### src/rtl/cfs_pkg.sv
`timescale 1ns / 1ps
`default_nettype none
// ----------------------------------------------------------------------------
// cfs_pkg
// Shared types and codes of the Cholesky factor-and-solve block.
// ----------------------------------------------------------------------------
package cfs_pkg;

    // fractional bits of the fixed point format
    localparam int FRAC_BITS = 16;

    // order register value after reset
    localparam logic [4:0] ORDER_RESET = 5'd16;

    // input function codes
    localparam logic FUNC_MATRIX = 1'b0;
    localparam logic FUNC_RHS    = 1'b1;

    // result kinds
    localparam logic [1:0] KIND_STATUS = 2'd0;
    localparam logic [1:0] KIND_SOL    = 2'd1;
    localparam logic [1:0] KIND_REFUSE = 2'd2;

    // control to the divide / square root unit
    typedef struct packed {
        logic start;
        logic sqrt_op;
    } t_du_ctl;

    // status back from the divide / square root unit
    typedef struct packed {
        logic busy;
        logic done;
    } t_du_sts;

endpackage
`default_nettype wire

### src/rtl/cfs_divsqrt.sv
`timescale 1ns / 1ps
`default_nettype none
// ----------------------------------------------------------------------------
// cfs_divsqrt
// Bit-serial Q16.16 divider (rounded, saturated) and square root (floor).
// ----------------------------------------------------------------------------
module cfs_divsqrt #(
    parameter int VALUE_WIDTH = 32
) (
    input  wire logic                          i_clk,
    input  wire logic                          i_rst_n,
    input  wire cfs_pkg::t_du_ctl              i_ctl,
    input  wire logic signed [VALUE_WIDTH-1:0] i_num,
    input  wire logic signed [VALUE_WIDTH-1:0] i_den,
    output cfs_pkg::t_du_sts                   o_sts,
    output logic signed [VALUE_WIDTH-1:0]      o_result
);
    localparam int V  = VALUE_WIDTH;
    localparam int FB = cfs_pkg::FRAC_BITS;
    localparam int XW = V + FB + (V % 2);      // even radicand / dividend width
    localparam int RW = V + FB + 2;            // partial remainder width
    localparam int CW = $clog2(XW + 1);
    localparam logic [XW-1:0] LIM_POS = {{(XW-V+1){1'b0}}, {(V-1){1'b1}}};

    logic          r_busy, r_done, r_sq, r_neg, r_zero;
    logic [CW-1:0] r_cnt;
    logic [XW-1:0] r_x, r_q;
    logic [RW-1:0] r_rem;
    logic [V-1:0]  r_ud;

    logic [V:0]    w_un, w_ud;
    logic [XW-1:0] w_dvd, w_rad;
    logic [RW-1:0] w_dsh, w_ssh, w_trial, w_udx;
    logic          w_last;

    // magnitudes and start words
    always_comb begin
        w_un  = i_num[V-1] ? -{i_num[V-1], i_num} : {1'b0, i_num};
        w_ud  = i_den[V-1] ? -{i_den[V-1], i_den} : {1'b0, i_den};
        w_dvd = (XW'(w_un) << FB) + XW'(w_ud >> 1);
        w_rad = XW'({1'b0, i_num}) << FB;
    end

    // one step of either recurrence
    always_comb begin
        w_udx   = RW'(r_ud);
        w_dsh   = {r_rem[RW-2:0], r_x[XW-1]};
        w_ssh   = {r_rem[RW-3:0], r_x[XW-1:XW-2]};
        w_trial = {r_q[RW-3:0], 2'b01};
        w_last  = (r_cnt == CW'(1));
    end

    always_ff @(posedge i_clk) begin
        if (!i_rst_n) begin
            r_busy <= 1'b0;
            r_done <= 1'b0;
        end else begin
            r_done <= 1'b0;
            if (i_ctl.start) begin
                r_busy <= 1'b1;
                r_sq   <= i_ctl.sqrt_op;
                r_neg  <= i_num[V-1] ^ i_den[V-1];
                r_zero <= !i_ctl.sqrt_op && (i_den == '0);
                r_ud   <= w_ud[V-1:0];
                r_x    <= i_ctl.sqrt_op ? w_rad : w_dvd;
                r_cnt  <= i_ctl.sqrt_op ? CW'(XW / 2) : CW'(XW);
                r_rem  <= '0;
                r_q    <= '0;
            end else if (r_busy) begin
                if (r_sq) begin
                    r_x <= r_x << 2;
                    if (w_ssh >= w_trial) begin
                        r_rem <= w_ssh - w_trial;
                        r_q   <= {r_q[XW-2:0], 1'b1};
                    end else begin
                        r_rem <= w_ssh;
                        r_q   <= {r_q[XW-2:0], 1'b0};
                    end
                end else begin
                    r_x <= r_x << 1;
                    if (w_dsh >= w_udx) begin
                        r_rem <= w_dsh - w_udx;
                        r_q   <= {r_q[XW-2:0], 1'b1};
                    end else begin
                        r_rem <= w_dsh;
                        r_q   <= {r_q[XW-2:0], 1'b0};
                    end
                end
                r_cnt <= r_cnt - CW'(1);
                if (w_last) begin
                    r_busy <= 1'b0;
                    r_done <= 1'b1;
                end
            end
        end
    end

    // sign and saturation of the finished magnitude
    always_comb begin
        if (r_zero) begin
            o_result = '0;
        end else if (r_neg && !r_sq) begin
            if (r_q > LIM_POS) o_result = {1'b1, {(V-1){1'b0}}};
            else               o_result = -r_q[V-1:0];
        end else begin
            if (r_q > LIM_POS) o_result = {1'b0, {(V-1){1'b1}}};
            else               o_result = r_q[V-1:0];
        end
    end

    assign o_sts.busy = r_busy;
    assign o_sts.done = r_done;

    a_start_idle: assert property (@(posedge i_clk) disable iff (!i_rst_n)
        i_ctl.start |-> !r_busy)
        else $error("unit started while busy");
    a_done_after_busy: assert property (@(posedge i_clk) disable iff (!i_rst_n)
        r_done |-> $past(r_busy))
        else $error("done without a running operation");
    a_done_pulse: assert property (@(posedge i_clk) disable iff (!i_rst_n)
        r_done |=> !r_done)
        else $error("done held for more than one cycle");
endmodule
`default_nettype wire

### config.mk
export PLATFORM = sky130hd
export DESIGN_NAME = cfs_divsqrt
export DESIGN_NICKNAME = d
export VERILOG_FILES = /design/src/rtl/cfs_pkg.sv /design/src/rtl/cfs_divsqrt.sv
export SDC_FILE = /design/constraint.sdc
export NUM_CORES = 1
export LEC_CHECK = 0
export BUFFER_PORTS_ARGS = -buffer_cell sky130_fd_sc_hd__buf_4
export CAP_MARGIN = 10
export CELL_PAD_IN_SITES_DETAIL_PLACEMENT = 1
export CELL_PAD_IN_SITES_GLOBAL_PLACEMENT = 2
export CORE_MARGIN = 4
export CORE_UTILIZATION = 39
export CTS_CLUSTER_DIAMETER = 40
export DETAILED_ROUTE_END_ITERATION = 7
export HOLD_SLACK_MARGIN = 0.1
export PLACE_DENSITY = 0.84
export REMOVE_ABC_BUFFERS = 1
export SLEW_MARGIN = 20
export SYNTH_ARGS = -nofsm -noshare
export SYNTH_HDL_FRONTEND = slang
export SYNTH_SLANG_ARGS = --single-unit
### constraint.sdc
create_clock -name i_clk -period 6.7 [get_ports i_clk]
set_input_delay 1.34 -clock i_clk [delete_from_list [all_inputs] [get_ports i_clk]]
set_output_delay 1.34 -clock i_clk [all_outputs]
set_load 0.005 [all_outputs]
Word-level counts from Yosys, hierarchy flattened
Index checks and enable logic that the tools add are counted.
{ "classes": {"n_addsub": 7, "n_lt_le_gt_ge": 3, "n_eq_ne": 1, "n_mux": 25, "bitwise_logic": 3, "reduce_logical": 9} }
{ "op_table": {"columns": ["operator", "count"], "rows": [
  ["$mux W48", 5],
  ["$mux W49", 4],
  ["$mux W32", 5],
  ["$neg A32 Y32", 2],
  ["$ge A50 B32 Y1", 1],
  ["$ge A50 B50 Y1", 1],
  ["$sub A49 B32 Y49", 1],
  ["$sub A49 B49 Y49", 1],
  ["$add A48 B32 Y48", 1],
  ["$gt A48 B31 Y1 const B", 1],
  ["$mux W33", 1],
  ["$neg A33 Y33", 1],
  ["$logic_not A32 Y1", 1],
  ["$mux W6", 3],
  ["$mux W1", 7],
  ["$eq A6 B1 Y1 const B", 1],
  ["$sub A6 B1 Y6 const B", 1],
  ["$reduce_and A2 Y1", 2],
  ["$reduce_or A3 Y1", 1],
  ["$logic_and A1 B1 Y1", 2],
  ["$logic_not A1 Y1", 2],
  ["$not A1 Y1", 2],
  ["$reduce_bool A2 Y1", 1],
  ["$xor A1 B1 Y1", 1]
]} }
{ "word_totals": {"regBits": 188, "inputBits": 68} }

Depth between registers and ports, before layout
{ "depth": {"ltp_word": 5, "depth_mapped": 19, "ltp_nobuf": 19} }

Worst setup path before layout
OpenSTA, ideal clock, no wires.
{ "synth_timing": {"path_type": "in2reg", "startpoint": "input i_den[8]", "endpoint": "register r_x[40] (data pin)", "setup_time_ns": 0.152, "t_arrival_ns": 5.774, "required_time_ns": 6.548, "setup_slack_ns": 0.774, "cell_stages": 16, "cell_sequence": "or4_4 > or3_1 > or2_2 > or3_1 > or3_1 > o21ai_0 > xnor2_1 > ha_1 > a21o_1 > o41ai_1 > a211oi_1 > o21bai_2 > a211oi_2 > xor2_1 > or3_1 > a31oi_1"} }
{ "synth_via": {"elab_chain_len": 5} }
{ "synth_rtl": {"columns": ["item", "line_no", "source"], "rows": [
  ["from (decl)", "cfs_divsqrt.sv:14", "input wire logic signed [VALUE_WIDTH-1:0] i_den,"],
  ["$neg A33 Y33", "cfs_divsqrt.sv:39", "w_ud = i_den[V-1] ? -{i_den[V-1], i_den} : {1'b0, i_den};"],
  ["$mux W33", "cfs_divsqrt.sv:39", null],
  ["net w_ud[25]", "cfs_divsqrt.sv:31", "logic [V:0] w_un, w_ud;"],
  ["$add A48 B32 Y48", "cfs_divsqrt.sv:40", "w_dvd = (XW'(w_un) << FB) + XW'(w_ud >> 1);"],
  ["$mux W48", "cfs_divsqrt.sv:65", "r_x <= i_ctl.sqrt_op ? w_rad : w_dvd;"],
  ["$mux W48", "cfs_divsqrt.sv:59", "if (i_ctl.start) begin"],
  ["to (signal assigned)", "cfs_divsqrt.sv:65", null],
  ["to (signal assigned)", "cfs_divsqrt.sv:71", "r_x <= r_x << 2;"],
  ["to (signal assigned)", "cfs_divsqrt.sv:80", "r_x <= r_x << 1;"],
  ["to (decl)", "cfs_divsqrt.sv:27", "logic [XW-1:0] r_x, r_q;"]
]} }
The timed path passes the listed nets, and every way through them passes these cells.
A chain may end at the register's enable or synchronous reset.

Worst setup path after layout
Same ends and word-level chain as after synthesis.

==> flow_summary.toml <==
[synthesis]
avgSynthCellArea_um2 = 8.35
ys_ff_latch = 188
synthArstFlopShare = 0
synth_top_cell_area_share = 0.317
synth_warnings = 0
synthesis.area_mm2 = 0.0176
ys.flop_type = "edfxtp_1"
muxShareOfSynthArea = 0.0289
synth_area_leaders = "edfxtp_1 (32%), ha_1 (7.2%), xnor2_1 (5.9%), nor2_1 (5.0%), a21oi_1 (4.6%)"
synth_most_common_cell = "nor2_1"
synthSimpleGateAreaFrac = 0.193
synth_xor_area_frac = 0.0953
synthAdderAreaFrac = 0.0752
yosysSeqAreaShare = 0.319
synthCells = 2112
synth_top_family_by_area = "compound AO/OA/AOI/OAI gates"
yosysTopAreaCell = "edfxtp_1"
synth_compound_area_frac = 0.237
netlist_top_cells_count = "nor2_1 (233), edfxtp_1 (186), nand2_1 (179), a21oi_1 (163), o21ai_0 (138)"
netlist-cell-type-count = 87
synth-edff-count = 186

[worst_setup_path]
arrival_ns = 6.66
required_ns = 7.02
rr_endpoint = "r_rem[20]"
start_kind = "input pin"
r2r_setup_slack_ns = 1.74
r2r-start = "r_rem[0]"
cp-end-kind = "flip-flop"
crit_type = "in -> reg"
r2r_cells = 12
critPathMaxFanout = 6

[cells_and_area]
final_nets = 2301
drive_above_1_share = 0.0907
area_growth_pct = 9.98

[placement]
dpl.hpwl_mm = 42.4
io_buffers = 101
pre_cts_slack_ns = -0.0760
gp_congestion = 0.920

[sta]
max_slew_margin = 0.340
final.period_utilization = 0.945
fin_ws_ns = 0.367
fin_hold_ws_ns = 0.484
period_needed_ns = 6.33
fin_skew_ns = 0.00973
drv_slew = 0
final-setup-viol-count = 0
timing_hold_violations_final = 0
rsz0062_at_grt = "false"
max_clock_freq_ghz = 0.158
worstMarginPinSlew_ns = 0.990

[grt]
antenna_found_initial = 1
grt_pass1_wl_mm = 88.0
grtUsageTotal = 0.225
grt_pass1_vias = 16200
grt_max_degree = 136
overflow = 0

[clock_tree]
postCtsResizedCells = 0
path_clk_slew_ns = 0.07
clock_sink_count = 188
cts_root_buf = "clkbuf_16"
clock_path_buffers = 2
cts_tree = "yes"
cts_made_buffers = 17
h-tree-depth = 4
worstSkewPairLatency_ns = 0.47
cts_setup_buffers = 0
cts.hold.buffers_added = 0

[hold_path]
hold_end = "r_done"
min-delay-start = "r_busy"
hold-path-cell-count = 2
min_path_type = "reg -> reg"

[drt]
vias = 15700
drtIter0Drc = 781
wl_per_cell_um = 20.0
via_per_inst = 5.76
drt-total-wl_mm = 54.6
drc = 0
drt_pass1_iterations = 5
ant_nets = 0

[floorplanning]
die_area_mm2 = 0.0487
num_io_pins = 102
start_util = 0.397
core_mm2 = 0.0444
die_x_um = 221
dieHeight_um = 221
core.rowCount = 77

[power]
p_per_area_mw_per_mm2 = 209
leakage_uw = 0.00764
vdd_drop_max_mv = 0.145

[status]
status = "complete, no violations"

[job]
drv_cap = 0
[routing by layer]
| layer | global-route usage | part of all wire | wire length (um) |
|---|---|---|---|
| met3 | 0.0221 | 0.027 | 1470 |
| met2 | 0.386 | 0.48 | 26100 |
| met5 | 0 | 0 | 0 |
| met1 | 0.304 | 0.47 | 25900 |
| met4 | 0.0616 | 0.021 | 1130 |
[metrics by stage]
stage / instances / TNS, ns / total power, uW / util / cell area, um^2
floorplan: 1994 / 0 / 2600 / - / 17200
global placement: 2702 / 0 / 3020 / 0.424 / 18800
detailed placement: 2702 / -0.0760 / 3050 / 0.424 / 18800
CTS: 2732 / 0 / 4070 / 0.437 / 19400
global route: 2733 / 0 / 4300 / 0.437 / 19400
finish: 2733 / 0 / 4060 / 0.437 / 19400
[layout by cell type, fill, tap and decap left out, types with 12 or more instances in the layout]
cell,Yosys,layout
edfxtp_1,186,186
a211oi_1,64,64
o211ai_1,12,12
o21a_1,18,17
xor2_1,72,72
a21oi_1,163,163
o31ai_1,31,31
nand3_1,33,33
inv_1,119,119
nand4_1,35,35
o22ai_1,16,16
nor3_1,35,35
xnor2_1,118,118
nand2b_1,19,18
buf_4,3,114
ha_1,102,102
and3_1,13,13
or4_1,21,21
o21ai_0,138,138
nand2_1,179,179
a31oi_1,28,28
clkbuf_16,0,17
nor2_1,233,231
o41ai_1,13,13
nor4_1,24,24
nor2b_1,25,25
mux2i_1,42,42
a21o_1,45,45
or3_1,32,32
o21bai_1,22,22
[critical path, cell delays in order]
cell	delay [ns]
buf_4	0.12
or4_4	0.55
or3_1	0.37
or2_2	0.36
or3_1	0.41
or3_1	0.44
o21ai_0	0.23
xnor2_1	0.18
ha_1	0.32
a21o_1	0.24
o41ai_1	0.64
a211oi_1	0.18
o21bai_2	0.35
a211oi_2	0.20
xor2_1	0.21
or3_1	0.33
a31oi_1	0.17
[sequential cells by signal, summed over array words and instances, names as in the netlist, 6 cells and up]
name,cells
r_cnt,6
r_q,48
r_rem,49
r_ud,32
r_x,48
[power by group]
| part | internal, uW | switching [uW] |
|---|---|---|
| sequential | 1420 | 93.0 |
| combinational | 605 | 930 |
| clock | 539 | 471 |
[worst max-delay path by stage]
stage                     slack [ns]          end  cells past startpoint  startpoint
final                           0.37      r_x[40]                     17    i_den[8]
after global placement          0.04      r_x[40]                     17    i_den[8]
after detailed placement       -0.08      r_x[40]                     17    i_den[8]
after floorplan                 0.73  o_result[3]                      6        r_sq
after global routing            0.07      r_x[40]                     17    i_den[8]
after CTS                       0.41      r_x[40]                     17    i_den[8]
[cell families (layout without fill, tap and decap cells)]
family / count (synthesis) / after routing
flip-flops: 188 / 188
XOR/XNOR: 191 / 191
adder cells (fa/ha/maj): 105 / 105
other: 1 / 2
AND/OR/NAND/NOR: 701 / 701
multiplexers: 50 / 50
buffers and inverters: 238 / 266
AO/OA/AOI/OAI: 638 / 638
[area by class of cell]
| type | count | area (um^2) |
|---|---|---|
| diodes | 1 | 2.50 |
| multi-input cells | 1686 | 11100 |
| clock buffers | 17 | 425 |
| repair buffers | 116 | 896 |
| inverters | 120 | 450 |
| fillers | 5296 | 25000 |
| clock inverters | 13 | 129 |
| flip-flops and latches | 188 | 5630 |
| well taps | 592 | 741 |
Note: power is estimated with default switching activity, not from simulation.
